$ cat config.mk
export PLATFORM = sky130hd
export DESIGN_NAME = framed_onoff_bit_transmitter
export DESIGN_NICKNAME = d
export VERILOG_FILES = /design/src/sv/fobt_pkg.sv /design/src/sv/fobt_payload_buf.sv /design/src/sv/framed_onoff_bit_transmitter.sv
export SDC_FILE = /design/constraint.sdc
export NUM_CORES = 2
export LEC_CHECK = 0
export ABC_AREA = 1
export ABC_CLOCK_PERIOD_IN_PS = 6000
export BUFFER_PORTS_ARGS = -buffer_cell sky130_fd_sc_hd__buf_2
export CORE_MARGIN = 3
export CORE_UTILIZATION = 49
export DETAILED_ROUTE_END_ITERATION = 6
export PLACE_DENSITY = 0.76
export REMOVE_ABC_BUFFERS = 1
export SYNTH_ARGS = -nofsm -noshare
export SYNTH_HDL_FRONTEND = slang
export SYNTH_SLANG_ARGS = --single-unit
$ cat constraint.sdc
create_clock -name aclk -period 6 [get_ports aclk]
set_input_delay 0 -clock aclk [delete_from_list [all_inputs] [get_ports aclk]]
set_output_delay 0 -clock aclk [all_outputs]
set_load 0.1 [all_outputs]
$ cat src/sv/fobt_pkg.sv
// Shared types and constants for the framed on/off bit transmitter.
package fobt_pkg;

    localparam int unsigned MAX_LEN_DEF = 256;

    localparam logic [31:0] SYNC_PAT_RST     = 32'd0;
    localparam logic [31:0] SLOT_TICKS_RST   = 32'd500;
    localparam logic [31:0] GAP_TICKS_RST    = 32'd20000;
    localparam logic [31:0] REPEAT_COUNT_RST = 32'd1;

    localparam logic [4:0] SYNC_MSB = 5'd31;
    localparam logic [4:0] LEN_MSB  = 5'd15;
    localparam logic [4:0] BYTE_MSB = 5'd7;

    typedef enum logic [2:0] {
        PH_IDLE,
        PH_GAP,
        PH_SYNC,
        PH_LEN,
        PH_DATA,
        PH_CSUM
    } phase_t;

    typedef enum logic [1:0] {
        KIND_CLEAR,
        KIND_LOAD,
        KIND_START,
        KIND_TICK
    } kind_t;

    typedef enum logic [1:0] {
        CFG_SYNC_PAT,
        CFG_SLOT_TICKS,
        CFG_GAP_TICKS,
        CFG_REPEAT_COUNT
    } cfg_idx_t;

    typedef struct packed {
        logic       line_active;
        logic       busy_res;
        logic       frame_done;
        logic       all_done;
        logic       rejected;
    } result_t;

endpackage

$ cat src/sv/fobt_payload_buf.sv
// Payload byte buffer: one write port, one registered read port.
module fobt_payload_buf #(
    parameter int unsigned MAX_LEN = fobt_pkg::MAX_LEN_DEF,
    parameter int unsigned AW      = (MAX_LEN > 1) ? $clog2(MAX_LEN) : 1
) (
    input  logic          aclk,
    input  logic          wr_en,
    input  logic [AW-1:0] wr_addr,
    input  logic [7:0]    wr_data,
    input  logic [AW-1:0] rd_addr,
    output logic [7:0]    rd_data
);

    logic [7:0] mem [MAX_LEN];
    logic [7:0] rd_data_reg;

    always_ff @(posedge aclk) begin
        if (wr_en) begin
            mem[wr_addr] <= wr_data;
        end
        rd_data_reg <= mem[rd_addr];
    end

    assign rd_data = rd_data_reg;

endmodule

$ cat src/sv/framed_onoff_bit_transmitter.sv
// The result of an accepted item is registered and shown on the m_ side in the next cycle.
// Throughput: one item per cycle while m_tready is high; the result register frees as it is taken.
// Sync bits are picked from the sync register by bit position, so a write lands at once.
// Length, payload and checksum bits leave one shift register, one bit per bit slot.
// Payload bytes are prefetched from the buffer's registered read port.
// Reset (aresetn low, synchronous): registers to defaults, payload empty, idle.
module framed_onoff_bit_transmitter #(
    parameter int unsigned MAX_LEN = fobt_pkg::MAX_LEN_DEF
) (
    input  logic        aclk,
    input  logic        aresetn,
    input  logic        s_tvalid,
    output logic        s_tready,
    input  logic [7:0]  s_tdata,   // data_byte[7:0]
    input  logic [1:0]  s_tuser,   // kind[1:0]
    output logic        m_tvalid,
    input  logic        m_tready,
    output logic [7:0]  m_tdata,   // line_active, busy_res, all_done, rejected, zero fill
    output logic        m_tlast,   // frame_done
    input  logic        cfg_valid,
    output logic        cfg_ready,
    input  logic [1:0]  cfg_index,
    input  logic [31:0] cfg_data
);

    localparam int unsigned AW = (MAX_LEN > 1) ? $clog2(MAX_LEN) : 1;
    localparam int unsigned CW = $clog2(MAX_LEN + 1);

    logic [31:0] sync_pat_reg;
    logic [31:0] slot_ticks_reg;
    logic [31:0] gap_ticks_reg;
    logic [31:0] repeat_count_reg;

    fobt_pkg::phase_t phase_reg, phase_next;
    logic [CW-1:0]    count_reg, count_next;
    logic [7:0]       csum_reg, csum_next;
    logic [31:0]      shift_reg, shift_next;
    logic [4:0]       bits_reg, bits_next;
    logic [CW-1:0]    next_idx_reg, next_idx_next;
    logic [31:0]      tick_cnt_reg, tick_cnt_next;
    logic [31:0]      frames_reg, frames_next;

    logic             m_tvalid_reg, m_tvalid_next;
    fobt_pkg::result_t res_reg, res_next;

    logic             s_accept;
    logic             busy;
    fobt_pkg::kind_t  kind;
    logic             wr_en;
    logic [7:0]       rd_data;
    logic [31:0]      tick_inc;
    logic [31:0]      slot_lim;

    assign s_accept  = s_tvalid && s_tready;
    assign s_tready  = !m_tvalid_reg || m_tready;
    assign cfg_ready = 1'b1;
    assign busy      = (phase_reg != fobt_pkg::PH_IDLE);
    assign kind      = fobt_pkg::kind_t'(s_tuser);
    assign tick_inc  = tick_cnt_reg + 32'd1;
    assign slot_lim  = (slot_ticks_reg == 32'd0) ? 32'd1 : slot_ticks_reg;

    fobt_payload_buf #(
        .MAX_LEN (MAX_LEN),
        .AW      (AW)
    ) u_buf (
        .aclk    (aclk),
        .wr_en   (wr_en),
        .wr_addr (count_reg[AW-1:0]),
        .wr_data (s_tdata),
        .rd_addr (next_idx_reg[AW-1:0]),
        .rd_data (rd_data)
    );

    always_ff @(posedge aclk) begin
        if (!aresetn) begin
            sync_pat_reg     <= fobt_pkg::SYNC_PAT_RST;
            slot_ticks_reg   <= fobt_pkg::SLOT_TICKS_RST;
            gap_ticks_reg    <= fobt_pkg::GAP_TICKS_RST;
            repeat_count_reg <= fobt_pkg::REPEAT_COUNT_RST;
        end else if (cfg_valid && cfg_ready) begin
            case (fobt_pkg::cfg_idx_t'(cfg_index))
                fobt_pkg::CFG_SYNC_PAT:     sync_pat_reg     <= cfg_data;
                fobt_pkg::CFG_SLOT_TICKS:   slot_ticks_reg   <= cfg_data;
                fobt_pkg::CFG_GAP_TICKS:    gap_ticks_reg    <= cfg_data;
                fobt_pkg::CFG_REPEAT_COUNT: repeat_count_reg <= cfg_data;
                default: ;
            endcase
        end
    end

    always_ff @(posedge aclk) begin
        if (!aresetn) begin
            phase_reg    <= fobt_pkg::PH_IDLE;
            count_reg    <= '0;
            csum_reg     <= '0;
            bits_reg     <= '0;
            next_idx_reg <= '0;
            tick_cnt_reg <= '0;
            frames_reg   <= '0;
            m_tvalid_reg <= 1'b0;
        end else begin
            phase_reg    <= phase_next;
            count_reg    <= count_next;
            csum_reg     <= csum_next;
            bits_reg     <= bits_next;
            next_idx_reg <= next_idx_next;
            tick_cnt_reg <= tick_cnt_next;
            frames_reg   <= frames_next;
            m_tvalid_reg <= m_tvalid_next;
        end
    end

    always_ff @(posedge aclk) begin
        shift_reg <= shift_next;
        res_reg   <= res_next;
    end

    always_comb begin
        phase_next    = phase_reg;
        count_next    = count_reg;
        csum_next     = csum_reg;
        shift_next    = shift_reg;
        bits_next     = bits_reg;
        next_idx_next = next_idx_reg;
        tick_cnt_next = tick_cnt_reg;
        frames_next   = frames_reg;
        wr_en         = 1'b0;
        res_next      = res_reg;
        m_tvalid_next = m_tvalid_reg;

        if (m_tvalid_reg && m_tready) begin
            m_tvalid_next = 1'b0;
        end

        if (s_accept) begin
            m_tvalid_next        = 1'b1;
            res_next             = '0;
            res_next.line_active = busy && (phase_reg != fobt_pkg::PH_GAP) &&
                                   ((phase_reg == fobt_pkg::PH_SYNC) ? sync_pat_reg[bits_reg]
                                                                     : shift_reg[31]);

            case (kind)
                fobt_pkg::KIND_CLEAR: begin
                    if (busy) begin
                        res_next.rejected = 1'b1;
                    end else begin
                        count_next = '0;
                        csum_next  = '0;
                    end
                end
                fobt_pkg::KIND_LOAD: begin
                    if (busy || (count_reg == CW'(MAX_LEN))) begin
                        res_next.rejected = 1'b1;
                    end else begin
                        wr_en      = 1'b1;
                        csum_next  = csum_reg ^ s_tdata;
                        count_next = count_reg + CW'(1);
                    end
                end
                fobt_pkg::KIND_START: begin
                    if (busy) begin
                        res_next.rejected = 1'b1;
                    end else if (repeat_count_reg != 32'd0) begin
                        frames_next   = repeat_count_reg;
                        phase_next    = fobt_pkg::PH_SYNC;
                        bits_next     = fobt_pkg::SYNC_MSB;
                        tick_cnt_next = '0;
                        next_idx_next = '0;
                    end
                end
                fobt_pkg::KIND_TICK: begin
                    if (phase_reg == fobt_pkg::PH_GAP) begin
                        if (tick_inc >= gap_ticks_reg) begin
                            phase_next    = fobt_pkg::PH_SYNC;
                            bits_next     = fobt_pkg::SYNC_MSB;
                            tick_cnt_next = '0;
                            next_idx_next = '0;
                        end else begin
                            tick_cnt_next = tick_inc;
                        end
                    end else if (busy) begin
                        if (tick_inc >= slot_lim) begin
                            tick_cnt_next = '0;
                            if (bits_reg != 5'd0) begin
                                bits_next  = bits_reg - 5'd1;
                                shift_next = {shift_reg[30:0], 1'b0};
                            end else begin
                                case (phase_reg)
                                    fobt_pkg::PH_SYNC: begin
                                        phase_next = fobt_pkg::PH_LEN;
                                        bits_next  = fobt_pkg::LEN_MSB;
                                        shift_next = {16'(count_reg), 16'd0};
                                    end
                                    fobt_pkg::PH_LEN: begin
                                        bits_next = fobt_pkg::BYTE_MSB;
                                        if (count_reg != '0) begin
                                            phase_next    = fobt_pkg::PH_DATA;
                                            shift_next    = {rd_data, 24'd0};
                                            next_idx_next = CW'(1);
                                        end else begin
                                            phase_next = fobt_pkg::PH_CSUM;
                                            shift_next = {csum_reg, 24'd0};
                                        end
                                    end
                                    fobt_pkg::PH_DATA: begin
                                        bits_next = fobt_pkg::BYTE_MSB;
                                        if (next_idx_reg >= count_reg) begin
                                            phase_next = fobt_pkg::PH_CSUM;
                                            shift_next = {csum_reg, 24'd0};
                                        end else begin
                                            shift_next    = {rd_data, 24'd0};
                                            next_idx_next = next_idx_reg + CW'(1);
                                        end
                                    end
                                    fobt_pkg::PH_CSUM: begin
                                        res_next.frame_done = 1'b1;
                                        if (frames_reg <= 32'd1) begin
                                            frames_next       = '0;
                                            phase_next        = fobt_pkg::PH_IDLE;
                                            res_next.all_done = 1'b1;
                                        end else begin
                                            frames_next = frames_reg - 32'd1;
                                            if (gap_ticks_reg != 32'd0) begin
                                                phase_next = fobt_pkg::PH_GAP;
                                            end else begin
                                                phase_next    = fobt_pkg::PH_SYNC;
                                                bits_next     = fobt_pkg::SYNC_MSB;
                                                next_idx_next = '0;
                                            end
                                        end
                                    end
                                    default: ;
                                endcase
                            end
                        end else begin
                            tick_cnt_next = tick_inc;
                        end
                    end
                end
                default: ;
            endcase

            res_next.busy_res = (phase_next != fobt_pkg::PH_IDLE);
        end
    end

    assign m_tvalid = m_tvalid_reg;
    assign m_tlast  = res_reg.frame_done;
    assign m_tdata  = {4'd0, res_reg.rejected, res_reg.all_done,
                       res_reg.busy_res, res_reg.line_active};

    a_all_done_ends_frame: assert property (@(posedge aclk) disable iff (!aresetn)
        (m_tvalid_reg && res_reg.all_done) |-> res_reg.frame_done)
        else $error("all_done without frame_done");

    a_idle_no_frames: assert property (@(posedge aclk) disable iff (!aresetn)
        (phase_reg == fobt_pkg::PH_IDLE) |-> (frames_reg == 32'd0))
        else $error("frames left while idle");

    a_busy_load_rejected: assert property (@(posedge aclk) disable iff (!aresetn)
        (s_accept && busy && (kind == fobt_pkg::KIND_LOAD)) |=> res_reg.rejected)
        else $error("load while busy not rejected");

    a_len_bits: assert property (@(posedge aclk) disable iff (!aresetn)
        (phase_reg == fobt_pkg::PH_LEN) |-> (bits_reg <= fobt_pkg::LEN_MSB))
        else $error("length field bit position out of range");

endmodule
==> impl_metrics.tcl <==
set metrics [dict create \
    outcome "finished, violations left" \
    violations "DRC" \
    timing.hold.ws_ns 0.0640 \
    avgSynthCellArea_um2 11.8 \
    portBuffers 55 \
    antenna_found_initial 3 \
    required_ns 6.73 \
    largest_reg_flops 2048 \
    gp_congestion 0.977 \
    drv_cap 0 \
    worst_slack_ns 1.09 \
    grt-busiest-layer "met2" \
    worst_pin_slew_ns 1.16 \
    timing.rr.start "tick_cnt_reg[0]$_SDFFE_PN0P_" \
    relSlewSlack 0.228 \
    drc_errors 7 \
    via_per_inst 6.33 \
    synth_area_mm2 0.0948 \
    rsz0062_at_grt "no" \
    grt_max_degree 208 \
    finalNetCount 8083 \
    ant_nets 0 \
    tritoncts "done" \
    power_uw 34000 \
    hold_viol 0 \
    hold_buffers 74 \
    core_mm2 0.191 \
    regMostFlops "u_buf.mem" \
    cts_setup_buffers 0 \
    hold_class "in2reg" \
    clockBufferDepth 3 \
    rr_worst_depth 25 \
    finalCoreUtilization 0.550 \
    crit_top_cell "nand2_1" \
    die_w_um 446 \
    track_usage 0.263 \
    cts_root_buf "clkbuf_16" \
    worstPathMaxFanout 47 \
    synthCells 8061 \
    num_rows 160 \
    drive_above_1_share 0.0672 \
    startpoint_type "register" \
    synth_edf_count 2069 \
    hold_start "cfg_data[16]" \
    wire_per_inst_um 25.1 \
    wl_um 267000 \
    yosysWarnings 0 \
    critical-path-slowest-cell "clkinv_1" \
    max_freq_mhz 204 \
    regToRegEndpoint "frames_reg[29]$_SDFFE_PN0P_" \
    setup_viol 0 \
    syn2layout_area_growth_pct 11.0 \
    drt_iter0_markers 10800 \
    first_global_vias 65200 \
    finalMaxSlewViolations 0 \
    cts-resized-gates 0 \
    start_util 0.496 \
    path_clk_slew_ns 0.06 \
    path_class "reg2reg" \
    ys_seq_area_frac 0.705 \
    clock_sinks 2304 \
    min_path_cells 4 \
    layout_commonest_cell "edfxtp_1" \
    period_share 0.818 \
    power_leakage_uw 0.0347 \
    grtUsageMet1 0.354 \
    pre_cts_slack_ns 1.21 \
    insertion_delay_ns 0.88 \
    r2r_setup_slack_ns 1.09 \
    fp.dieH_um 446 \
    arrival_ns 5.63 \
    met2_usage 0.407 \
    grt_pass1_wl_um 400000 \
    dr.pass1.iters 7 \
    mostFrequentLayoutCells "2,069 x edfxtp_1, 1,558 x nor2_1, 1,294 x o21ai_0" \
    synthFlopType "edfxtp_1" \
    h-tree-depth 4 \
    overflow 0 \
    fin_crit_ns 4.91 \
    hold_end "sync_pat_reg[16]$_SDFFE_PN0P_" \
    critPathMaxStageDelay_ns 0.59 \
    ys_ff_latch 2304 \
    synth_cell_types 53 \
    dieArea_mm2 0.199 \
    io_pins 61 \
    power_density_mw_per_mm2 323 \
    cts_made_buffers 218 \
    vias 67400 \
    vdd_drop_max_uv 313 \
    ys_async_sr_fraction 0 \
    skew_ns 0.0516 \
    gr-usage-met3 0.0607 \
    dpl.hpwl_um 156000 \
    crit_path_end_kind "register" \
]
power breakdown:
part	switching (uW)	internal (uW)	total, uW
Clock	5970	8060	14000
Combinational	1750	598	2350
Sequential	66.0	17500	17600
worst max-delay path by stage:
stage,cells past startpoint,slack [ns],end,start
2_1_floorplan,14,-33.16,m_tdata[1]$_DFFE_PP_,next_idx_reg[0]$_SDFFE_PN0P_
3_3_place_gp,25,1.26,frames_reg[30]$_SDFFE_PN0P_,tick_cnt_reg[0]$_SDFFE_PN0P_
3_5_place_dp,25,1.21,frames_reg[29]$_SDFFE_PN0P_,tick_cnt_reg[0]$_SDFFE_PN0P_
4_1_cts,25,1.21,frames_reg[29]$_SDFFE_PN0P_,tick_cnt_reg[0]$_SDFFE_PN0P_
5_1_grt,25,0.64,frames_reg[30]$_SDFFE_PN0P_,tick_cnt_reg[0]$_SDFFE_PN0P_
6_report,25,1.09,frames_reg[29]$_SDFFE_PN0P_,tick_cnt_reg[0]$_SDFFE_PN0P_
cells by family after synthesis:
| family | Yosys count | share of synthesized area |
|---|---|---|
| flops | 2304 | 0.705 |
| fa+ha+maj | 82 | 0.0108 |
| other cells | 2 | 0.0000792 |
| buf+inv | 829 | 0.0351 |
| xor+xnor | 54 | 0.00499 |
| simple gates | 2551 | 0.109 |
| compound gates | 2239 | 0.136 |
stage by stage:
stage | instance area, um2 | setup TNS, ns | cells
after global routing | 105000 | 0 | 10600
after detailed placement | 97200 | 0 | 10200
after global placement | 97200 | 0 | 10200
after floorplan | 92500 | -886.46 | 7499
final | 105000 | 0 | 10600
after CTS | 105000 | 0 | 10600
area by class of cell:
cell class	instances	area, um2
diodes	1	2.50
multi-input cells	4931	24700
fillers	15000	86000
clock inverters	132	1530
flip-flops and latches	2304	66900
clock buffers	273	5780
well taps	2511	3140
repair buffers	233	2150
inverters	264	1020
critical path: cells and delay by family, from the launching register on:
family                   cells  cell delay, ns
AND/OR/NAND/NOR             16            2.03
XOR/XNOR                     1            0.14
flip-flops                   1            0.43
adder cells (fa/ha/maj)      2            0.50
buffers and inverters        4            1.21
AO/OA/AOI/OAI                2            0.48
layer usage:
metal | vias to the layer above | wire [um]
met5 | - | 13
met4 | 2 | 13300
met3 | 754 | 32200
met2 | 4801 | 122000
met1 | 32600 | 99400
li1 | 29300 | -
cell usage after synthesis, types with 2 or more instances:
master     instances  area [um2]
edfxtp_1        2069       62100
nor2_1          1559        5850
o21ai_0         1294        6480
nand2_1          577        2170
clkbuf_1         402        1510
o22ai_1          303        1900
nand3_1          297        1490
a21oi_1          262        1310
inv_1            249         935
o221ai_1         247        2160
dfxtp_1          235        4700
buf_2            118         591
o211ai_1          96         721
ha_1              82        1030
xor2_1            44         385
nand4_1           36         225
buf_1             27         101
nor3_1            21         105
nor4_1            20         125
buf_4             17         128
nor2_2            12        75.1
xnor2_1           10        87.6
a2bb2oi_1          7        61.3
clkinv_1           7        26.3
inv_2              7        26.3
nor3_2             6        60.1
or2_2              6        37.5
a31oi_1            5        31.3
nor2_4             5        56.3
o21a_1             5        37.5
a32o_1             3        30.0
nand2_2            3        18.8
nand3b_1           3        22.5
o21ai_1            3        15.0
a22oi_1            2        15.0
conb_1             2        7.51
nor3_4             2        32.5
o21bai_1           2        15.0
o32ai_1            2        17.5
Note: power is estimated with default switching activity, not from simulation.
